===== src/rtl/lrws_pkg.sv =====
// Package for the lattice random walk stepper: widths, codes and helper functions.
`default_nettype none

package lrws_pkg;

    // Field and register widths
    localparam int RAND_BITS  = 16;
    localparam int COORD_BITS = 11;
    localparam int BOUND_W    = 10;
    localparam int PXY_W      = 15;
    localparam int PZ_W       = 16;
    localparam int PP_W       = 17;
    localparam int MODE_W     = 2;
    localparam int OUT_W      = 12;
    localparam int CFG_IDX_W  = 3;
    localparam int CFG_DATA_W = 17;

    // Probabilities are fractions of 2^PROB_SHIFT
    localparam int PROB_SHIFT = 16;
    // Widest cumulative threshold: 4 * prob_xy + prob_z
    localparam int THR_W      = 18;
    localparam int CMP_W      = RAND_BITS + THR_W;
    localparam int MAG_W      = (COORD_BITS > BOUND_W) ? COORD_BITS : BOUND_W;
    localparam int EXT_W      = (COORD_BITS > OUT_W) ? COORD_BITS : OUT_W;

    typedef logic signed [COORD_BITS-1:0] coord_t;
    typedef logic [COORD_BITS-1:0]        coord_mag_t;
    typedef logic [BOUND_W-1:0]           bound_t;
    typedef logic [THR_W-1:0]             thr_t;
    typedef logic [MODE_W-1:0]            mode_t;
    typedef logic signed [OUT_W-1:0]      pos_t;

    // Walk modes
    localparam mode_t MODE_INTERIOR = 2'd0;
    localparam mode_t MODE_IFACE    = 2'd1;
    localparam mode_t MODE_CONV     = 2'd2;

    // Configuration register indexes
    localparam logic [CFG_IDX_W-1:0] REG_MODE       = 3'd0;
    localparam logic [CFG_IDX_W-1:0] REG_BOUND_X    = 3'd1;
    localparam logic [CFG_IDX_W-1:0] REG_BOUND_Y    = 3'd2;
    localparam logic [CFG_IDX_W-1:0] REG_BOUND_Z    = 3'd3;
    localparam logic [CFG_IDX_W-1:0] REG_PROB_XY    = 3'd4;
    localparam logic [CFG_IDX_W-1:0] REG_PROB_Z     = 3'd5;
    localparam logic [CFG_IDX_W-1:0] REG_PROB_ZPLUS = 3'd6;
    localparam logic [CFG_IDX_W-1:0] REG_PROB_OUT   = 3'd7;

    // Register reset values
    localparam mode_t              RST_MODE       = MODE_INTERIOR;
    localparam bound_t             RST_BOUND      = 10'd10;
    localparam logic [PXY_W-1:0]   RST_PROB_XY    = 15'd10923;
    localparam logic [PZ_W-1:0]    RST_PROB_Z     = 16'd10923;
    localparam logic [PP_W-1:0]    RST_PROB_ZPLUS = 17'd32768;
    localparam logic [PP_W-1:0]    RST_PROB_OUT   = 17'd32768;

    // rnd / 2^RAND_BITS < thr / 2^PROB_SHIFT, exact
    function automatic logic below(logic [RAND_BITS-1:0] r, thr_t thr);
        logic [CMP_W-1:0] lhs;
        logic [CMP_W-1:0] rhs;
        lhs = CMP_W'(r) << PROB_SHIFT;
        rhs = CMP_W'(thr) << RAND_BITS;
        return lhs < rhs;
    endfunction

    // Magnitude of a two's complement coordinate (most negative value maps cleanly)
    function automatic coord_mag_t coord_mag(coord_t v);
        coord_mag_t u;
        u = coord_mag_t'(v);
        return v[COORD_BITS-1] ? (~u + coord_mag_t'(1)) : u;
    endfunction

    function automatic logic on_face(coord_t v, bound_t b);
        return MAG_W'(coord_mag(v)) >= MAG_W'(b);
    endfunction

    // Absorbing test; the top z face does not absorb in convective mode
    function automatic logic absorbed(coord_t x, coord_t y, coord_t z,
                                      bound_t bx, bound_t by, bound_t bz,
                                      mode_t mode);
        logic z_face;
        z_face = on_face(z, bz);
        return on_face(x, bx) || on_face(y, by)
            || (z[COORD_BITS-1] && z_face)
            || (!z[COORD_BITS-1] && z_face && (mode != MODE_CONV));
    endfunction

    // Sign-extend or truncate a coordinate to the output width
    function automatic pos_t to_pos(coord_t v);
        logic signed [EXT_W-1:0] ext;
        ext = EXT_W'(v);
        return ext[OUT_W-1:0];
    endfunction

endpackage

`default_nettype wire


===== src/rtl/lattice_random_walk_stepper.sv =====
// Lattice random walk stepper: 3-D walk stepped by one random fraction per transaction.
// Result path: the input transaction that ends the walk goes into the input register, then
//   through one pass of step logic into the result register, which raises out_valid.
// Throughput: one input transaction per cycle, limited only by output stall.
// Reset: walker at the origin, both stages empty, config registers at their defaults.
`default_nettype none

module lattice_random_walk_stepper (
    input  wire logic                           clk,
    input  wire logic                           rst_n,
    // configuration write port
    input  wire logic                           cfg_wr_en,
    input  wire logic [lrws_pkg::CFG_IDX_W-1:0] cfg_index,
    input  wire logic [lrws_pkg::CFG_DATA_W-1:0] cfg_data,
    // input channel
    input  wire logic                           in_valid,
    output logic                                in_stall,
    input  wire logic [lrws_pkg::RAND_BITS-1:0] rnd,
    // output channel
    output logic                                out_valid,
    input  wire logic                           out_stall,
    output logic signed [lrws_pkg::OUT_W-1:0]   pos_x,
    output logic signed [lrws_pkg::OUT_W-1:0]   pos_y,
    output logic signed [lrws_pkg::OUT_W-1:0]   pos_z,
    output logic                                escaped
);

    import lrws_pkg::*;

    // Configuration registers
    mode_t            mode_reg;
    bound_t           bound_x_reg;
    bound_t           bound_y_reg;
    bound_t           bound_z_reg;
    logic [PXY_W-1:0] prob_xy_reg;
    logic [PZ_W-1:0]  prob_z_reg;
    logic [PP_W-1:0]  prob_zplus_reg;
    logic [PP_W-1:0]  prob_out_reg;

    // Walker state
    coord_t cur_x_reg, cur_y_reg, cur_z_reg;
    coord_t cur_x_next, cur_y_next, cur_z_next;

    // Input stage
    logic                 s1_valid_reg;
    logic                 s1_valid_next;
    logic [RAND_BITS-1:0] rnd_reg;

    // Result stage
    logic   out_valid_reg;
    logic   out_valid_next;
    pos_t   pos_x_reg, pos_y_reg, pos_z_reg;
    logic   escaped_reg;

    // Step logic
    logic   in_accept;
    logic   s1_adv;
    logic   emit;
    logic   emit_esc;
    coord_t step_x, step_y, step_z;
    coord_t res_x, res_y, res_z;
    thr_t   p1, p2, p3, p4, p5;
    logic   top_conv;

    // Handshake: the input stage moves on whenever the result slot is free or draining
    assign s1_adv    = s1_valid_reg && (!out_valid_reg || !out_stall);
    assign in_stall  = s1_valid_reg && !s1_adv;
    assign in_accept = in_valid && !in_stall;

    assign s1_valid_next  = in_accept ? 1'b1 : (s1_adv ? 1'b0 : s1_valid_reg);
    assign out_valid_next = (s1_adv && emit) ? 1'b1 : (out_stall ? out_valid_reg : 1'b0);

    // Cumulative direction thresholds
    assign p1 = thr_t'(prob_xy_reg);
    assign p2 = p1 << 1;
    assign p3 = p1 + p2;
    assign p4 = p1 << 2;
    assign p5 = p4 + thr_t'(prob_z_reg);

    assign top_conv = (mode_reg == MODE_CONV) && !cur_z_reg[COORD_BITS-1]
                   && on_face(cur_z_reg, bound_z_reg);

    // One walk step on the current position
    always_comb
    begin
        step_x   = cur_x_reg;
        step_y   = cur_y_reg;
        step_z   = cur_z_reg;
        emit     = 1'b0;
        emit_esc = 1'b0;
        res_x    = cur_x_reg;
        res_y    = cur_y_reg;
        res_z    = cur_z_reg;

        if (absorbed(cur_x_reg, cur_y_reg, cur_z_reg,
                     bound_x_reg, bound_y_reg, bound_z_reg, mode_reg))
        begin
            // already on a face: report without moving
            emit = 1'b1;
        end
        else if (top_conv && below(rnd_reg, thr_t'(prob_out_reg)))
        begin
            // escape through the convective top face
            emit     = 1'b1;
            emit_esc = 1'b1;
            res_z    = coord_t'(bound_z_reg) + coord_t'(1);
        end
        else
        begin
            if (top_conv)
                step_z = cur_z_reg - coord_t'(1);
            else if ((mode_reg == MODE_IFACE) && (cur_z_reg == '0))
                step_z = below(rnd_reg, thr_t'(prob_zplus_reg)) ? coord_t'(1) : -coord_t'(1);
            else if (below(rnd_reg, p1))
                step_x = cur_x_reg + coord_t'(1);
            else if (below(rnd_reg, p2))
                step_x = cur_x_reg - coord_t'(1);
            else if (below(rnd_reg, p3))
                step_y = cur_y_reg + coord_t'(1);
            else if (below(rnd_reg, p4))
                step_y = cur_y_reg - coord_t'(1);
            else if (below(rnd_reg, p5))
                step_z = cur_z_reg + coord_t'(1);
            else
                step_z = cur_z_reg - coord_t'(1);

            res_x = step_x;
            res_y = step_y;
            res_z = step_z;
            emit  = absorbed(step_x, step_y, step_z,
                             bound_x_reg, bound_y_reg, bound_z_reg, mode_reg);
        end
    end

    // Walker returns to the origin after every reported walk
    always_comb
    begin
        cur_x_next = cur_x_reg;
        cur_y_next = cur_y_reg;
        cur_z_next = cur_z_reg;
        if (s1_adv)
        begin
            cur_x_next = emit ? '0 : step_x;
            cur_y_next = emit ? '0 : step_y;
            cur_z_next = emit ? '0 : step_z;
        end
    end

    // Configuration registers
    always_ff @(posedge clk or negedge rst_n)
    begin
        if (!rst_n)
        begin
            mode_reg       <= RST_MODE;
            bound_x_reg    <= RST_BOUND;
            bound_y_reg    <= RST_BOUND;
            bound_z_reg    <= RST_BOUND;
            prob_xy_reg    <= RST_PROB_XY;
            prob_z_reg     <= RST_PROB_Z;
            prob_zplus_reg <= RST_PROB_ZPLUS;
            prob_out_reg   <= RST_PROB_OUT;
        end
        else if (cfg_wr_en)
        begin
            unique case (cfg_index)
                REG_MODE:       mode_reg       <= cfg_data[MODE_W-1:0];
                REG_BOUND_X:    bound_x_reg    <= cfg_data[BOUND_W-1:0];
                REG_BOUND_Y:    bound_y_reg    <= cfg_data[BOUND_W-1:0];
                REG_BOUND_Z:    bound_z_reg    <= cfg_data[BOUND_W-1:0];
                REG_PROB_XY:    prob_xy_reg    <= cfg_data[PXY_W-1:0];
                REG_PROB_Z:     prob_z_reg     <= cfg_data[PZ_W-1:0];
                REG_PROB_ZPLUS: prob_zplus_reg <= cfg_data[PP_W-1:0];
                REG_PROB_OUT:   prob_out_reg   <= cfg_data[PP_W-1:0];
                default:        ;
            endcase
        end
    end

    // Control and walker state
    always_ff @(posedge clk or negedge rst_n)
    begin
        if (!rst_n)
        begin
            s1_valid_reg  <= 1'b0;
            out_valid_reg <= 1'b0;
            cur_x_reg     <= '0;
            cur_y_reg     <= '0;
            cur_z_reg     <= '0;
        end
        else
        begin
            s1_valid_reg  <= s1_valid_next;
            out_valid_reg <= out_valid_next;
            cur_x_reg     <= cur_x_next;
            cur_y_reg     <= cur_y_next;
            cur_z_reg     <= cur_z_next;
        end
    end

    // Payload registers
    always_ff @(posedge clk)
    begin
        if (in_accept)
            rnd_reg <= rnd;
        if (s1_adv && emit)
        begin
            pos_x_reg   <= to_pos(res_x);
            pos_y_reg   <= to_pos(res_y);
            pos_z_reg   <= emit_esc ? pos_t'(res_z[COORD_BITS-1:0] & coord_t'('1))
                                    : to_pos(res_z);
            escaped_reg <= emit_esc;
        end
    end

    assign out_valid = out_valid_reg;
    assign pos_x     = pos_x_reg;
    assign pos_y     = pos_y_reg;
    assign pos_z     = pos_z_reg;
    assign escaped   = escaped_reg;

    // Checks
    a_stall_only_when_full: assert property (@(posedge clk) disable iff (!rst_n)
        in_stall |-> (s1_valid_reg && out_valid_reg && out_stall))
        else $error("input stalled while a stage was free");

    a_origin_after_emit: assert property (@(posedge clk) disable iff (!rst_n)
        (s1_adv && emit) |=> (cur_x_reg == '0 && cur_y_reg == '0 && cur_z_reg == '0))
        else $error("walker not returned to origin after a result");

    a_escape_needs_conv: assert property (@(posedge clk) disable iff (!rst_n)
        (out_valid_reg && escaped_reg) |-> (mode_reg == MODE_CONV))
        else $error("escape flagged outside convective mode");

    a_hold_while_stalled: assert property (@(posedge clk) disable iff (!rst_n)
        (s1_valid_reg && !s1_adv) |=> ($stable(cur_x_reg) && $stable(cur_y_reg)
                                       && $stable(cur_z_reg)))
        else $error("walker moved while its step was held");

endmodule

`default_nettype wire


===== config.mk =====
export PLATFORM = sky130hd
export DESIGN_NAME = lattice_random_walk_stepper
export DESIGN_NICKNAME = d
export VERILOG_FILES = /design/src/rtl/lrws_pkg.sv /design/src/rtl/lattice_random_walk_stepper.sv
export SDC_FILE = /design/constraint.sdc
export NUM_CORES = 1
export LEC_CHECK = 0
export BUFFER_PORTS_ARGS = -buffer_cell sky130_fd_sc_hd__buf_4
export CORE_UTILIZATION = 68
export CTS_CLUSTER_SIZE = 10
export DETAILED_ROUTE_END_ITERATION = 8
export PLACE_DENSITY = 0.87
export SETUP_SLACK_MARGIN = 0.4
export SLEW_MARGIN = 0
export SYNTH_ARGS = -nofsm -noshare
export SYNTH_HDL_FRONTEND = slang
export SYNTH_SLANG_ARGS = --single-unit

===== constraint.sdc =====
create_clock -name clk -period 23.6 [get_ports clk]
set_input_delay 5.9 -clock clk [delete_from_list [all_inputs] [get_ports clk]]
set_output_delay 5.9 -clock clk [all_outputs]
set_load 0.01 [all_outputs]

# == Word-level counts from Yosys, hierarchy flattened ==
# Cells that the tools add are included.
# word_totals
register_bits,182
in_bits,41
out_inout_bits,39
wordCells,152
# classes
addsub,15
magnitude_cmp,13
n_eq_ne,13
mux,48
bitwise_logic,6
reduce_logical,39
# op_table
op,n
$mux W11,41
$lt A32 B33 Y1,4
$add A11 B1 Y11 const B,6
$ge A11 B10 Y1,6
$not A11 Y11,6
$lt A32 B34 Y1,1
$add A11 B2 Y11 const B,3
$sub A11 B2 Y11 const B,3
$lt A32 B31 Y1,1
$lt A32 B32 Y1,1
$add A17 B16 Y18,1
$add A15 B16 Y17,1
$reduce_and A2 Y1,8
$logic_and A1 B1 Y1,14
$eq A3 B3 Y1 const B,4
$add A10 B1 Y11 const B,1
$logic_not A11 Y1,1
$logic_or A1 B1 Y1,7
$mux W1,7
$eq A3 B2 Y1 const B,2
$logic_not A1 Y1,6
$ne A2 B2 Y1 const B,3
$eq A3 B1 Y1 const B,1
$logic_not A3 Y1,1
other kinds (5),5

# == Logic depth before layout (Yosys ltp) ==
# depth
word_depth,22
depth_mapped,42
ltp_nobuf,40

# == Worst setup path after synthesis ==
# No wires, ideal clock.
# synth_path
kind,input to output
start,input out_stall
end,output in_stall
t_arrival_ns,6.086
required_ns,17.700
slack_ns,11.614
stages,2
n_path_buf,0
path_cell_list,nand3_1 > inv_1
# synth_via
elab_chain_cells,5
# synth_lines
item,line,text
start: declaration,lattice_random_walk_stepper.sv:21,"input wire logic out_stall,"
$logic_not A1 Y1,lattice_random_walk_stepper.sv:66,assign s1_adv = s1_valid_reg && (!out_valid_reg || !out_stall);
$logic_or A1 B1 Y1,lattice_random_walk_stepper.sv:66,
$logic_and A1 B1 Y1,lattice_random_walk_stepper.sv:66,
$logic_not A1 Y1,lattice_random_walk_stepper.sv:67,assign in_stall = s1_valid_reg && !s1_adv;
$logic_and A1 B1 Y1,lattice_random_walk_stepper.sv:67,
end: declaration,lattice_random_walk_stepper.sv:17,"output logic in_stall,"
# No other way between the ends.

# == Worst setup path in the final report ==
# Same ends and word-level chain as after synthesis.

==> flow_metrics.py <==
metrics = {
    "route": {
        "drtIter0Drc": 1333,
        "ant_nets": 0,
        "vias": 13300,
        "wl_per_cell_um": 21.8,
        "first_pass_iters": 7,
        "routed_wl_um": 43000,
        "drc": 0,
        "viasPerCell": 6.73,
    },
    "clock_network": {
        "clock-root-buffer": "clkbuf_16",
        "cts_resized": 0,
        "cts_max_level": 4,
        "clk_pin_slew_ns": 0.09,
        "holdBufCountCts": 0,
        "post_cts_buffers": 0,
        "numCtsBuffers": 17,
        "clock_path_buffers": 2,
        "cts_tree": "built",
        "cts_sinks": 182,
        "insertion_delay_ns": 0.46,
    },
    "timing": {
        "min_period_over_period_pct": 51.8,
        "fin_ws_ns": 11.38,
        "rsz0062_at_grt": "no",
        "slew_headroom_pct": 22.6,
        "period_needed_ns": 12.22,
        "setup_violations": 0,
        "setup_total_negative_slack_ns": 0,
        "fin_skew_ns": 0.0145,
        "timing.fmax_ghz": 0.0819,
        "final_max_slew_viol_count": 0,
        "worst_pin_slew_ns": 1.16,
        "hold_viol": 0,
    },
    "run": {
        "maxCapViolations": 0,
    },
    "yosys": {
        "syn-instance-count": 1646,
        "synthesis.nets": 1890,
        "synth_top_area_share_pct": 17.5,
        "synth.ff_latch_count": 182,
        "synth-edff-count": 50,
        "syn_area_per_cell_um2": 9.40,
        "yosys_warnings": 0,
        "async_reset_ff_share_pct": 72.5,
        "synth_top_area_cell": "dfrtp_1",
        "ys_dominant_reg_cell": "dfrtp_1",
        "synth_area_um2": 15500,
        "seq_area_frac_synth_pct": 31.2,
        "synth_cell_types": 111,
        "synthTopCellsByArea": "dfrtp_1, ha_1, edfxtp_1",
    },
    "die": {
        "start_util_pct": 70.0,
        "die_area_um2": 23400,
        "rows": 54,
        "die_h_um": 153,
        "ios": 80,
        "fp.coreArea_um2": 22100,
        "die_width_um": 153,
    },
    "worst_setup_path": {
        "path_buf_inv": 3,
        "crit_slowest_cell": "buf_4",
        "r2r_slack_ns": 13.80,
        "crit_top_cell": "buf_4",
        "r2r_end": "pos_x[7]",
        "cp_cell_sequence": "buf_4 -> nand3_1 -> inv_1 -> buf_4",
        "crit_start": "out_stall",
        "worstSetupEndpointType": "output port",
        "cp_top_family": "buffers and inverters",
        "worstSetupPathType": "in -> out",
        "critPathMaxStageDelay_ns": 0.14,
        "cp.depth": 4,
        "cp.required_ns": 17.70,
        "r2r.worst_path.cells": 38,
        "r2r_start": "prob_xy_reg[0]",
        "worst_ep_arrival_time_ns": 6.32,
        "cp-start-kind": "input pin",
        "cp-endpoint": "in_stall",
        "crit_fanout": 3,
    },
    "layout": {
        "final_nets": 1920,
        "layout_commonest_cell": "ha_1",
        "area_growth_pct": 7.80,
        "diodes": 0,
        "ff_latch_area_um2": 4830,
        "layout_common_cells": "ha_1, nand2_1, dfrtp_1",
        "multi_input_area_um2": 9840,
        "num-fill-cells": 1547,
        "drive_above_1_share_pct": 16.8,
    },
    "grt": {
        "grt_pass1_vias": 13100,
        "grt_use_total_pct": 37.4,
        "grt_max_degree": 79,
        "grt_antenna_before_repair": 0,
        "grt_pass1_wl_um": 68500,
        "grt_overflow_total": 0,
    },
    "placement": {
        "gp_congestion": 0.953,
        "io_buffers": 79,
        "dp_hpwl_um": 31200,
        "pre_cts_ws_ns": 11.38,
    },
    "worst_hold_path": {
        "hold_class": "reg -> reg",
        "hold_start": "prob_zplus_reg[5]",
    },
    "status": {
        "outcome": "completed",
    },
}
[worst register-to-register path: cells and delay by family (launching register included)]
family,cells,cell delay (ns)
multiplexers,1,0.06
adder cells (fa/ha/maj),5,1.51
flip-flops,1,0.59
AND/OR/NAND/NOR,8,2.20
AO/OA/AOI/OAI,22,4.94
buffers and inverters,2,0.12
[layer usage]
layer	global-route usage, %	wire (um)	vias to the layer above	part of all wire (%)
met2	60.0	19800	683	46
met3	7.51	4100	158	9.5
met1	48.7	17200	6378	40
met5	0	0	-	0
met4	17.6	1900	0	4.4
li1	-	-	6040	-
[kinds of logic after synthesis]
kind of cell / after synthesis / synth area share [%]
flops: 182 / 31.2
xor+xnor: 118 / 6.73
simple gates: 473 / 16.0
buf+inv: 179 / 5.29
fa+ha+maj: 203 / 16.5
compound gates: 408 / 18.3
mux: 83 / 5.98
[how the worst min path moves through the flow]
| stage | slack, ns | endpoint | cells past startpoint |
|---|---|---|---|
| after global placement | 0.49 | prob_out_reg[10] | 1 |
| final | 0.51 | prob_zplus_reg[5] | 1 |
| after CTS | 0.51 | prob_zplus_reg[13] | 1 |
| after detailed placement | 0.49 | bound_z_reg[9] | 1 |
| after floorplan | 0.48 | bound_z_reg[9] | 1 |
| after global routing | 0.52 | prob_zplus_reg[13] | 1 |
[stage by stage]
stage	utilization (%)	area [um2]	hold slack, ns	instances
after floorplan	-	15500	0.479	1646
after global placement	72.7	16100	0.486	1937
after detailed placement	72.7	16100	0.494	1937
after CTS	75.5	16700	0.512	1969
after global routing	75.5	16700	0.523	1969
final	75.5	16700	0.512	1969
[final cells by class]
cell class / instances / share of cell area [%]
multi-input cells: 1285 / 59.0
inverters: 106 / 2.39
repair buffers: 84 / 3.80
well taps: 280 / 2.10
clock inverters: 14 / 1.02
clock buffers: 18 / 2.70
flip-flops and latches: 182 / 29.0
[cell usage after synthesis, drive strengths merged, types with 4 or more instances]
master,count
ha,201
nand2,165
o21ai,123
dfrtp,108
inv,106
xnor2,89
a21oi,88
mux2,75
nor2,73
edfxtp,50
clkbuf,37
a21o,36
nand3,36
buf,33
and3,31
xor2,29
a211oi,26
nand2b,25
dfstp,24
nor3,24
a31oi,19
nand4,19
or3,16
o31ai,15
and2,14
nor2b,12
nor4,12
o211ai,12
o21a,12
and4,10
a211o,9
mux2i,8
or2,8
a31o,6
a2111oi,5
nand4b,5
nor3b,5
o22ai,5
or4,5
a221oi,4
o2111ai,4
o2bb2ai,4
or3b,4
Power is not shown: default switching activity piles up to over one toggle a cycle in this logic, so the estimate is an artifact.
